**config.mk**
```make
export PLATFORM = sky130hd
export DESIGN_NAME = pen_tablet_report_engine_top
export DESIGN_NICKNAME = d
export VERILOG_FILES = /design/src/sv/ptre_pkg.sv /design/src/sv/ptre_front.sv /design/src/sv/ptre_queue.sv /design/src/sv/ptre_back.sv /design/src/sv/pen_tablet_report_engine_top.sv
export SDC_FILE = /design/constraint.sdc
export NUM_CORES = 1
export LEC_CHECK = 0
export BUFFER_PORTS_ARGS = -buffer_cell sky130_fd_sc_hd__buf_2
export CORE_MARGIN = 2
export CORE_UTILIZATION = 35
export DETAILED_ROUTE_END_ITERATION = 10
export GPL_ROUTABILITY_DRIVEN = 0
export GPL_TIMING_DRIVEN = 1
export MAX_ROUTING_LAYER = met4
export PLACE_DENSITY = 0.54
export SLEW_MARGIN = 20
export SYNTH_ARGS = -nofsm -noshare
export SYNTH_HDL_FRONTEND = slang
export SYNTH_HIERARCHICAL = 1
export SYNTH_SLANG_ARGS = --single-unit
```
**constraint.sdc**
```tcl
create_clock -name clk -period 7.2 [get_ports clk]
set_clock_uncertainty 0.1 [all_clocks]
set_input_delay 0.72 -clock clk [delete_from_list [all_inputs] [get_ports clk]]
set_output_delay 0.72 -clock clk [all_outputs]
set_load 0.05 [all_outputs]
```
**src/sv/ptre_pkg.sv**
```systemverilog
// Shared types, constants and byte formatting for the pen tablet report engine.
// No dependencies; imported by every RTL module and the testbench.
`timescale 1ns / 1ps

package ptre_pkg;

	localparam int unsigned RES_X_DEFAULT   = 44704;
	localparam int unsigned RES_Y_DEFAULT   = 27940;
	localparam int unsigned QUEUE_DEPTH_DEF = 2;

	localparam logic [10:0] PRESSURE_RESET  = 11'd890;
	localparam logic [15:0] LEAVE_RESET     = 16'd5000;
	localparam logic [15:0] PING_RESET      = 16'd200;
	localparam logic [31:0] TOOL_ID         = 32'h0000_0802;
	localparam logic [31:0] TOOL_SERIAL     = 32'hFEED_C0DE;
	localparam logic [7:0]  REPORT_ID_PEN   = 8'h02;
	localparam logic [7:0]  FLAG_PROX       = 8'h80;
	localparam logic [7:0]  FLAG_READY      = 8'h40;
	localparam logic [7:0]  FLAG_RANGE      = 8'h20;
	localparam logic [7:0]  FLAG_SERIAL     = 8'h02;
	localparam logic [7:0]  TILT_CENTER     = 8'd64;
	localparam logic [3:0]  HOVER_DISTANCE  = 4'd10;

	// register indexes
	localparam logic [1:0] REG_MODE  = 2'd0;
	localparam logic [1:0] REG_LEAVE = 2'd1;
	localparam logic [1:0] REG_PING  = 2'd2;

	// input operations
	localparam logic OP_EVENT = 1'b0;
	localparam logic OP_POLL  = 1'b1;

	typedef enum logic [1:0] {
		KIND_NAK,
		KIND_PROX,
		KIND_PEN
	} kind_t;

	typedef struct packed {
		kind_t       kind;
		logic        prox;
		logic [15:0] x;
		logic [14:0] y;
		logic [10:0] pressure;
		logic [2:0]  btn;
	} rpt_t;

	typedef struct packed {
		logic full;
		logic empty;
	} q_stat_t;

	// floor(p / 32767) for a 31-bit product, by folding the high half back in
	function automatic logic [16:0] div_full_scale(input logic [30:0] p);
		logic [15:0] q0;
		logic [16:0] r0;
		logic [1:0]  q1;
		logic [15:0] r1;
		logic        c;
		q0 = p[30:15];
		r0 = {2'b00, p[14:0]} + {1'b0, q0};
		q1 = r0[16:15];
		r1 = {1'b0, r0[14:0]} + {14'd0, q1};
		c  = (r1 >= 16'd32767);
		return {1'b0, q0} + {15'd0, q1} + {16'd0, c};
	endfunction

	// returns {last, byte} for beat idx of a queued report
	function automatic logic [8:0] report_beat(input rpt_t r, input logic [3:0] idx);
		logic [10:0] pr;
		logic [3:0]  hover;
		logic [7:0]  b;
		logic        last;
		pr    = r.btn[0] ? r.pressure : 11'd0;
		hover = r.btn[0] ? 4'd0 : HOVER_DISTANCE;
		b     = 8'd0;
		last  = 1'b0;
		case (r.kind)
			KIND_PROX: begin
				last = (idx == 4'd8);
				case (idx)
					4'd0: b = REPORT_ID_PEN;
					4'd1: b = FLAG_PROX | (r.prox ? (FLAG_READY | FLAG_SERIAL) : 8'h00);
					4'd2: b = TOOL_ID[11:4];
					4'd3: b = {TOOL_ID[3:0], TOOL_SERIAL[31:28]};
					4'd4: b = TOOL_SERIAL[27:20];
					4'd5: b = TOOL_SERIAL[19:12];
					4'd6: b = TOOL_SERIAL[11:4];
					4'd7: b = {TOOL_SERIAL[3:0], TOOL_ID[19:16]};
					4'd8: b = {TOOL_ID[15:12], 4'h0};
					default: b = 8'h00;
				endcase
			end
			KIND_PEN: begin
				last = (idx == 4'd9);
				case (idx)
					4'd0: b = REPORT_ID_PEN;
					4'd1: b = FLAG_PROX | FLAG_READY | FLAG_RANGE
						| {5'd0, r.btn[2:1], pr[0]};
					4'd2: b = {1'b0, r.x[15:9]};
					4'd3: b = r.x[8:1];
					4'd4: b = {2'b00, r.y[14:9]};
					4'd5: b = r.y[8:1];
					4'd6: b = pr[10:3];
					4'd7: b = {pr[2:1], TILT_CENTER[6:1]};
					4'd8: b = {TILT_CENTER[0], TILT_CENTER[6:0]};
					4'd9: b = {2'b00, hover, r.x[0], r.y[0]};
					default: b = 8'h00;
				endcase
			end
			default: begin
				b    = 8'h00;
				last = 1'b1;
			end
		endcase
		return {last, b};
	endfunction

endpackage

```
**src/sv/ptre_front.sv**
```systemverilog
// Front part: accepts events and polls, keeps the pen state and classifies polls.
// Depends on ptre_pkg; pushes one report descriptor per poll into ptre_queue.
`timescale 1ns / 1ps

module ptre_front
	import ptre_pkg::*;
#(
	parameter int unsigned RESOLUTION_X = RES_X_DEFAULT,
	parameter int unsigned RESOLUTION_Y = RES_Y_DEFAULT
) (
	input  logic        clk,
	input  logic        arst_n,
	input  logic        req_valid,
	output logic        req_stall,
	input  logic        op,
	input  logic [31:0] now_ms,
	input  logic [14:0] pointer_x,
	input  logic [14:0] pointer_y,
	input  logic signed [7:0] wheel_delta,
	input  logic [2:0]  buttons,
	input  logic        wr_en,
	input  logic [1:0]  wr_index,
	input  logic [15:0] wr_data,
	input  q_stat_t     q_stat,
	output logic        push,
	output rpt_t        push_rpt
);

	logic        v_s1;
	logic        op_s1;
	logic [31:0] now_s1;
	logic [30:0] prod_x_s1;
	logic [30:0] prod_y_s1;
	logic [7:0]  dz_s1;
	logic [2:0]  btn_s1;

	logic        mode_q;
	logic [15:0] leave_q;
	logic [15:0] ping_q;
	logic [15:0] pen_x_q;
	logic [14:0] pen_y_q;
	logic [10:0] pressure_q;
	logic [2:0]  btn_q;
	logic        prox_q;
	logic        pen_chg_q;
	logic        prox_chg_q;
	logic [31:0] last_rpt_q;
	logic [31:0] last_evt_q;

	logic        go_s1;
	logic        accept;
	logic [16:0] qx;
	logic [16:0] qy;
	logic [15:0] new_x;
	logic [14:0] new_y;
	logic signed [17:0] p_calc;
	logic [10:0] new_pressure;
	logic [31:0] evt_age;
	logic [31:0] rpt_age;
	logic        prox_n;
	logic        pen_chg_n;
	logic        prox_chg_n;
	kind_t       kind_n;

	assign go_s1     = v_s1 && (op_s1 == OP_EVENT || !q_stat.full);
	assign req_stall = v_s1 && !go_s1;
	assign accept    = req_valid && !req_stall;

	always_ff @(posedge clk or negedge arst_n) begin
		if (!arst_n) begin
			v_s1 <= 1'b0;
		end else if (accept) begin
			v_s1 <= 1'b1;
		end else if (go_s1) begin
			v_s1 <= 1'b0;
		end
	end

	always_ff @(posedge clk) begin
		if (accept) begin
			op_s1     <= op;
			now_s1    <= now_ms;
			prod_x_s1 <= 31'(pointer_x) * 31'(RESOLUTION_X);
			prod_y_s1 <= 31'(pointer_y) * 31'(RESOLUTION_Y);
			dz_s1     <= wheel_delta;
			btn_s1    <= buttons;
		end
	end

	assign qx    = div_full_scale(prod_x_s1);
	assign qy    = div_full_scale(prod_y_s1);
	assign new_x = qx[16] ? 16'hFFFF : qx[15:0];
	assign new_y = (|qy[16:15]) ? 15'h7FFF : qy[14:0];

	assign p_calc = $signed({7'd0, pressure_q}) - $signed({{3{dz_s1[7]}}, dz_s1, 7'd0});

	always_comb begin
		if (p_calc < 18'sd128) begin
			new_pressure = 11'd128;
		end else if (p_calc > 18'sd2047) begin
			new_pressure = 11'd2047;
		end else begin
			new_pressure = p_calc[10:0];
		end
	end

	assign evt_age = now_s1 - last_evt_q;
	assign rpt_age = now_s1 - last_rpt_q;

	always_comb begin
		prox_n     = prox_q;
		pen_chg_n  = pen_chg_q;
		prox_chg_n = prox_chg_q;
		kind_n     = KIND_NAK;
		if (mode_q) begin
			if (prox_q && !pen_chg_q && evt_age > {16'd0, leave_q}) begin
				prox_n     = 1'b0;
				prox_chg_n = 1'b1;
			end
			if (rpt_age > {16'd0, ping_q}) begin
				if (prox_n) begin
					pen_chg_n = 1'b1;
				end else begin
					prox_chg_n = 1'b1;
				end
			end
			if (prox_chg_n) begin
				kind_n     = KIND_PROX;
				prox_chg_n = 1'b0;
			end else if (pen_chg_n) begin
				kind_n    = KIND_PEN;
				pen_chg_n = 1'b0;
			end
		end
	end

	assign push = go_s1 && op_s1 == OP_POLL;

	always_comb begin
		push_rpt.kind     = kind_n;
		push_rpt.prox     = prox_n;
		push_rpt.x        = pen_x_q;
		push_rpt.y        = pen_y_q;
		push_rpt.pressure = pressure_q;
		push_rpt.btn      = btn_q;
	end

	always_ff @(posedge clk or negedge arst_n) begin
		if (!arst_n) begin
			mode_q     <= 1'b0;
			leave_q    <= LEAVE_RESET;
			ping_q     <= PING_RESET;
			pen_x_q    <= '0;
			pen_y_q    <= '0;
			pressure_q <= PRESSURE_RESET;
			btn_q      <= '0;
			prox_q     <= 1'b0;
			pen_chg_q  <= 1'b0;
			prox_chg_q <= 1'b1;
			last_rpt_q <= '0;
			last_evt_q <= '0;
		end else begin
			if (go_s1 && mode_q) begin
				if (op_s1 == OP_EVENT) begin
					pen_x_q    <= new_x;
					pen_y_q    <= new_y;
					pressure_q <= new_pressure;
					btn_q      <= btn_s1;
					pen_chg_q  <= 1'b1;
					last_evt_q <= now_s1;
					if (!prox_q) begin
						prox_q     <= 1'b1;
						prox_chg_q <= 1'b1;
					end
				end else begin
					prox_q     <= prox_n;
					pen_chg_q  <= pen_chg_n;
					prox_chg_q <= prox_chg_n;
					if (kind_n != KIND_NAK) begin
						last_rpt_q <= now_s1;
					end
				end
			end
			if (wr_en) begin
				case (wr_index)
					REG_MODE: begin
						mode_q     <= wr_data[0];
						prox_q     <= 1'b0;
						pen_chg_q  <= 1'b0;
						prox_chg_q <= 1'b1;
					end
					REG_LEAVE: leave_q <= wr_data;
					REG_PING:  ping_q  <= wr_data;
					default: ;
				endcase
			end
		end
	end

endmodule

```
**src/sv/ptre_queue.sv**
```systemverilog
// Short queue of report descriptors between the front and back parts.
// Depends on ptre_pkg for rpt_t and q_stat_t.
`timescale 1ns / 1ps

module ptre_queue
	import ptre_pkg::*;
#(
	parameter int unsigned DEPTH = QUEUE_DEPTH_DEF
) (
	input  logic    clk,
	input  logic    arst_n,
	input  logic    push,
	input  rpt_t    push_rpt,
	input  logic    pop,
	output rpt_t    head,
	output q_stat_t q_stat
);

	localparam int unsigned AW = (DEPTH > 1) ? $clog2(DEPTH) : 1;
	localparam int unsigned CW = $clog2(DEPTH + 1);

	rpt_t          mem_q [DEPTH];
	logic [AW-1:0] wr_ptr_q;
	logic [AW-1:0] rd_ptr_q;
	logic [CW-1:0] count_q;

	function automatic logic [AW-1:0] bump(input logic [AW-1:0] p);
		return (p == AW'(DEPTH - 1)) ? '0 : p + AW'(1);
	endfunction

	always_ff @(posedge clk) begin
		if (push) begin
			mem_q[wr_ptr_q] <= push_rpt;
		end
	end

	always_ff @(posedge clk or negedge arst_n) begin
		if (!arst_n) begin
			wr_ptr_q <= '0;
			rd_ptr_q <= '0;
			count_q  <= '0;
		end else begin
			if (push) begin
				wr_ptr_q <= bump(wr_ptr_q);
			end
			if (pop) begin
				rd_ptr_q <= bump(rd_ptr_q);
			end
			case ({push, pop})
				2'b10:   count_q <= count_q + CW'(1);
				2'b01:   count_q <= count_q - CW'(1);
				default: count_q <= count_q;
			endcase
		end
	end

	assign head         = mem_q[rd_ptr_q];
	assign q_stat.full  = (count_q == CW'(DEPTH));
	assign q_stat.empty = (count_q == '0);

endmodule

```
**src/sv/ptre_back.sv**
```systemverilog
// Back part: walks the head descriptor beat by beat into the output register.
// Depends on ptre_pkg for report_beat; pops ptre_queue after the final beat.
`timescale 1ns / 1ps

module ptre_back
	import ptre_pkg::*;
(
	input  logic        clk,
	input  logic        arst_n,
	input  q_stat_t     q_stat,
	input  rpt_t        head,
	output logic        pop,
	output logic        rsp_valid,
	input  logic        rsp_stall,
	output logic        nak,
	output logic [7:0]  report_byte,
	output logic        last_byte
);

	logic       rsp_valid_q;
	logic       nak_q;
	logic [7:0] byte_q;
	logic       last_q;
	logic [3:0] idx_q;
	logic       load;
	logic [8:0] beat;

	assign load = !q_stat.empty && (!rsp_valid_q || !rsp_stall);
	assign beat = report_beat(head, idx_q);
	assign pop  = load && beat[8];

	always_ff @(posedge clk or negedge arst_n) begin
		if (!arst_n) begin
			rsp_valid_q <= 1'b0;
			idx_q       <= '0;
		end else if (load) begin
			rsp_valid_q <= 1'b1;
			idx_q       <= beat[8] ? 4'd0 : idx_q + 4'd1;
		end else if (!rsp_stall) begin
			rsp_valid_q <= 1'b0;
		end
	end

	always_ff @(posedge clk) begin
		if (load) begin
			nak_q  <= (head.kind == KIND_NAK);
			byte_q <= beat[7:0];
			last_q <= beat[8];
		end
	end

	assign rsp_valid   = rsp_valid_q;
	assign nak         = nak_q;
	assign report_byte = byte_q;
	assign last_byte   = last_q;

endmodule

```
**src/sv/pen_tablet_report_engine_top.sv**
```systemverilog
// Pen tablet report engine: pointer events in, poll answers out as byte beats.
// Uses ptre_pkg, ptre_front, ptre_queue and ptre_back.
//
// Request channel (req_valid/req_stall): op 0 is a pointer event, op 1 a poll.
// One request is taken per cycle while req_stall is low; the front stage holds a
// poll while the queue in front of the byte serialiser is full.
// Response channel (rsp_valid/rsp_stall): a poll gives one NAK beat, a 9-beat
// proximity report or a 10-beat pen report, last_byte marking the end.
// Events give no beats.
// A poll is registered in the front stage, then queued, then loaded as a beat.
// The serialiser sends one beat per cycle unless stalled or out of reports.
// The report queue holds QUEUE_DEPTH polls.
// Write configuration through wr_en/wr_index/wr_data only while the block is
// idle; writing the mode register drops proximity and flags a proximity report.
// Reset clears the pipeline and queue and loads the register and pen defaults.
// A stalled beat holds; the queue can then fill, and a poll then raises req_stall.
`timescale 1ns / 1ps

module pen_tablet_report_engine_top
	import ptre_pkg::*;
#(
	parameter int unsigned RESOLUTION_X = RES_X_DEFAULT,
	parameter int unsigned RESOLUTION_Y = RES_Y_DEFAULT,
	parameter int unsigned QUEUE_DEPTH  = QUEUE_DEPTH_DEF
) (
	input  logic        clk,
	input  logic        arst_n,
	input  logic        req_valid,
	output logic        req_stall,
	input  logic        op,
	input  logic [31:0] now_ms,
	input  logic [14:0] pointer_x,
	input  logic [14:0] pointer_y,
	input  logic signed [7:0] wheel_delta,
	input  logic [2:0]  buttons,
	output logic        rsp_valid,
	input  logic        rsp_stall,
	output logic        nak,
	output logic [7:0]  report_byte,
	output logic        last_byte,
	input  logic        wr_en,
	input  logic [1:0]  wr_index,
	input  logic [15:0] wr_data
);

	q_stat_t q_stat;
	logic    push;
	rpt_t    push_rpt;
	logic    pop;
	rpt_t    head;

	ptre_front #(
		.RESOLUTION_X(RESOLUTION_X),
		.RESOLUTION_Y(RESOLUTION_Y)
	) u_front (
		.clk        (clk),
		.arst_n     (arst_n),
		.req_valid  (req_valid),
		.req_stall  (req_stall),
		.op         (op),
		.now_ms     (now_ms),
		.pointer_x  (pointer_x),
		.pointer_y  (pointer_y),
		.wheel_delta(wheel_delta),
		.buttons    (buttons),
		.wr_en      (wr_en),
		.wr_index   (wr_index),
		.wr_data    (wr_data),
		.q_stat     (q_stat),
		.push       (push),
		.push_rpt   (push_rpt)
	);

	ptre_queue #(
		.DEPTH(QUEUE_DEPTH)
	) u_queue (
		.clk     (clk),
		.arst_n  (arst_n),
		.push    (push),
		.push_rpt(push_rpt),
		.pop     (pop),
		.head    (head),
		.q_stat  (q_stat)
	);

	ptre_back u_back (
		.clk        (clk),
		.arst_n     (arst_n),
		.q_stat     (q_stat),
		.head       (head),
		.pop        (pop),
		.rsp_valid  (rsp_valid),
		.rsp_stall  (rsp_stall),
		.nak        (nak),
		.report_byte(report_byte),
		.last_byte  (last_byte)
	);

endmodule

```
==> run_results.csv <==
group,metric,value,unit
run_status,status,"finished clean",
synthesis,synth_top_family_by_area,"adder cells",
synthesis,yosys-top-cells-area,"edfxtp_1, ha_1, dfrtp_1",
setup_path,crit_top_cell,"and3_1",
setup_path,critical_path_class,"flip-flop to flip-flop",
global_route,antenna_found_initial,1,
global_route,grt_util_all_layers,16.2,%
synthesis,synth_cell_type_count,93,
timing,hold_violations,0,
synthesis,syn_inst,2443,
synthesis,synthFlopType,"edfxtp_1",
drt,drc,0,
floorplan,rows,100,
timing,finalSetupViolCount,0,
setup_path,worstSetupStartpoint,"u_front/prod_y_s1[18]",
drt,num_vias,18019,
clock_network,clock-root-buffer,"clkbuf_16",
floorplan,start_util,35.3,%
timing,period_share,92.7,%
drt,antenna_left,0,
floorplan,core,74300,um^2
cells_and_area,final_util,39.2,%
clock_network,clock_path_buffers,3,
cells_and_area,area.growth.synth_to_final,11.2,%
min_path,hold_path_class,"input pin to async pin",
synthesis,synth_edf_count,204,
synthesis,synth_most_common_cell,"inv_1",
setup_path,max_stage_delay,0.46,ns
setup_path,crit_path_end,"u_front/pen_y_q[4]",
run,cap_violations,0,
synthesis,syn-cell-area,26200,um^2
clock_network,post_cts_buffers,0,
drt,routedWlPerCell,17.0,um
floorplan,io_pins,109,
drt,drt_iter0_markers,930,
synthesis,async_flop_share,42.4,%
setup_path,critical_path_arrival,7.07,ns
pwr,ir_drop,0.000159,V
synthesis,synth_simple_gate_area_share,9.23,%
timing,fin_crit,6.68,ns
pwr,power_density,458,nW/um^2
cells_and_area,antenna_cells,0,
placement,dp_hpwl,46300,um
cells_and_area,fin_nets,3088,
global_route,grt_overflow,0,
synthesis,yosys.area.top_type_share,23.4,%
pwr,p_leak,0.0130,uW
drt,totalWireLength,60400,um
timing,drv_slew,0,
clock_network,cts_buffers,41,
setup_path,crit_path_max_fanout,14,
global_route,grt_first_pass_wirelength,98700,um
floorplan,die_h,278,um
clock_network,path_clk_slew,0.06,ns
clock_network,ctsHoldBuffers,0,
cells_and_area,drive_above_1_share,13.3,%
clock_network,clock-sinks,354,
timing,rsz0062_at_grt,"no",
timing,maxSlewHeadroom,32.3,%
synthesis,synth_top_area_cell,"edfxtp_1",
timing,finalSetupTns,0,ns
setup_path,start_kind,"flip-flop",
synthesis,synth_area_per_cell,10.7,um^2
synthesis,synth_common_cells,"inv_1, ha_1, edfxtp_1",
setup_path,crit_slowest_cell,"edfxtp_1",
clock_network,cts_resized,0,
setup_path,reg2reg_depth,31,
synthesis,synth_compound_area_share,12.5,%
clock_network,cts_tree,"built",
placement,portBuffers,108,
setup_path,r2r-start,"u_front/prod_y_s1[18]",
setup_path,r2r-end,"u_front/pen_y_q[4]",
clock_network,cts_max_level,2,
floorplan,die_area,77200,um^2
synthesis,synth_warnings,6,
floorplan,die_x,278,um
synthesis,ys_ff_latch,354,
synthesis,syn-num-nets,2985,
setup_path,required,7.59,ns
synthesis,synth-adder-area-share,24.7,%
drt,viasPerCell,5.08,
setup_path,r2r_slack,0.52,ns
timing,fmax,150,MHz
global_route,grt_max_degree,108,
setup_path,critPathCaptureType,"flip-flop",
synthesis,synth_xor_area_share,4.34,%
drt,drt-pass1-iter-count,8,
timing,tightest_slew,0.989,ns
synthesis,synth_mux_area_share,5.46,%
synthesis,yosysSeqAreaShare,37.7,%
clock_network,clk-insertion-delay-late,0.57,ns
global_route,grt_pass1_vias,18698,
[state kept, by name (all words and copies together) (netlist names), 4 cells and up]
signal and flops:
u_back/idx_q 4, u_front/leave_q 16, u_queue/mem_q 96, u_front/pressure_q 6
u_front/prod_y_s1 28, u_front/prod_x_s1 26, u_front/ping_q 16, u_front/pen_y_q 15
u_back/report_byte 8, u_front/now_s1 32, u_front/dz_s1 8, u_front/last_evt_q 32
u_front/last_rpt_q 32, u_front/pen_x_q 16
[cell type report]
type                    count  area, um^2
fillers                  7251       45200
multi-input cells        1694       14800
flip-flops and latches    354        9900
inverters                 336        1260
well taps                 969        1210
clock buffers              48        1080
repair buffers            119         659
clock inverters            28         274
[cell families after synthesis]
| family | after synthesis |
|---|---|
| multiplexers | 125 |
| XOR/XNOR | 130 |
| AO/OA/AOI/OAI | 503 |
| adder cells (fa/ha/maj) | 445 |
| AND/OR/NAND/NOR | 491 |
| flip-flops | 354 |
| buffers and inverters | 395 |
[how the worst min path moves through the flow]
stage                          end         startpoint  slack, ns  depth (start not counted)
6_report       u_front/leave_q[14]             arst_n       0.18                          1
5_1_grt         u_front/now_s1[10]         now_ms[10]       0.19                          1
4_1_cts         u_front/now_s1[11]         now_ms[11]       0.18                          1
3_5_place_dp      u_front/btn_q[1]  u_front/btn_s1[1]       0.34                          2
3_3_place_gp      u_front/btn_q[1]  u_front/btn_s1[1]       0.35                          2
2_1_floorplan     u_front/btn_q[0]  u_front/btn_s1[0]       0.31                          2
[report_power, final]
part | internal, uW | switching [uW]
logic | 3310 | 4370
clock network | 1200 | 887
registers | 3110 | 481
total | 7620 | 5740
[worst max-delay path, delay by kind of cell (launching register included)]
kind | cells | cell delay, ns
AOI/OAI and AO/OA | 15 | 2.79
adders and majority gates | 4 | 1.17
buffers and inverters | 1 | 0.07
DFF | 1 | 0.46
and+or+nand+nor | 11 | 1.99
[cell usage in the layout (no fill, tap or decap), drive strengths merged, types with 23 or more instances in the layout]
cell and count:
a211oi 25, a21o 47, a21oi 156, and3 26
buf 118, clkbuf 49, dfrtp 138, edfxtp 204
fa 121, ha 324, inv 341, mux2 115
nand2 134, nand2b 26, nand3 37, nand4 23
nor2 117, nor2b 34, nor3 40, o21a 25
o21ai 110, xnor2 93, xor2 37
[per-layer routing]
layer  share of wire (%)  vias to the layer above  wire length [um]  global-route usage [%]
li1                    -                     8809                 -                       -
met1                  46                     8778             27900                    20.8
met2                  48                      344             29200                    27.1
met3                 3.4                       88              2080                    1.86
met4                 2.2                        0              1330                    4.02
met5                   0                        -                 0                       -
[metrics by stage]
step | total power, uW | cell area [um^2] | setup slack [ns] | instances | hold slack, ns
2_1_floorplan | 9470 | 26200 | 1.19 | 2443 | 0.315
3_3_place_gp | 11100 | 27800 | 0.612 | 3470 | 0.350
3_5_place_dp | 11300 | 27800 | 0.415 | 3470 | 0.339
4_1_cts | 13500 | 29100 | 0.394 | 3546 | 0.183
5_1_grt | 14600 | 29200 | 0.0642 | 3548 | 0.189
6_report | 13400 | 29200 | 0.523 | 3548 | 0.182
(Power assumes the default switching activity.)
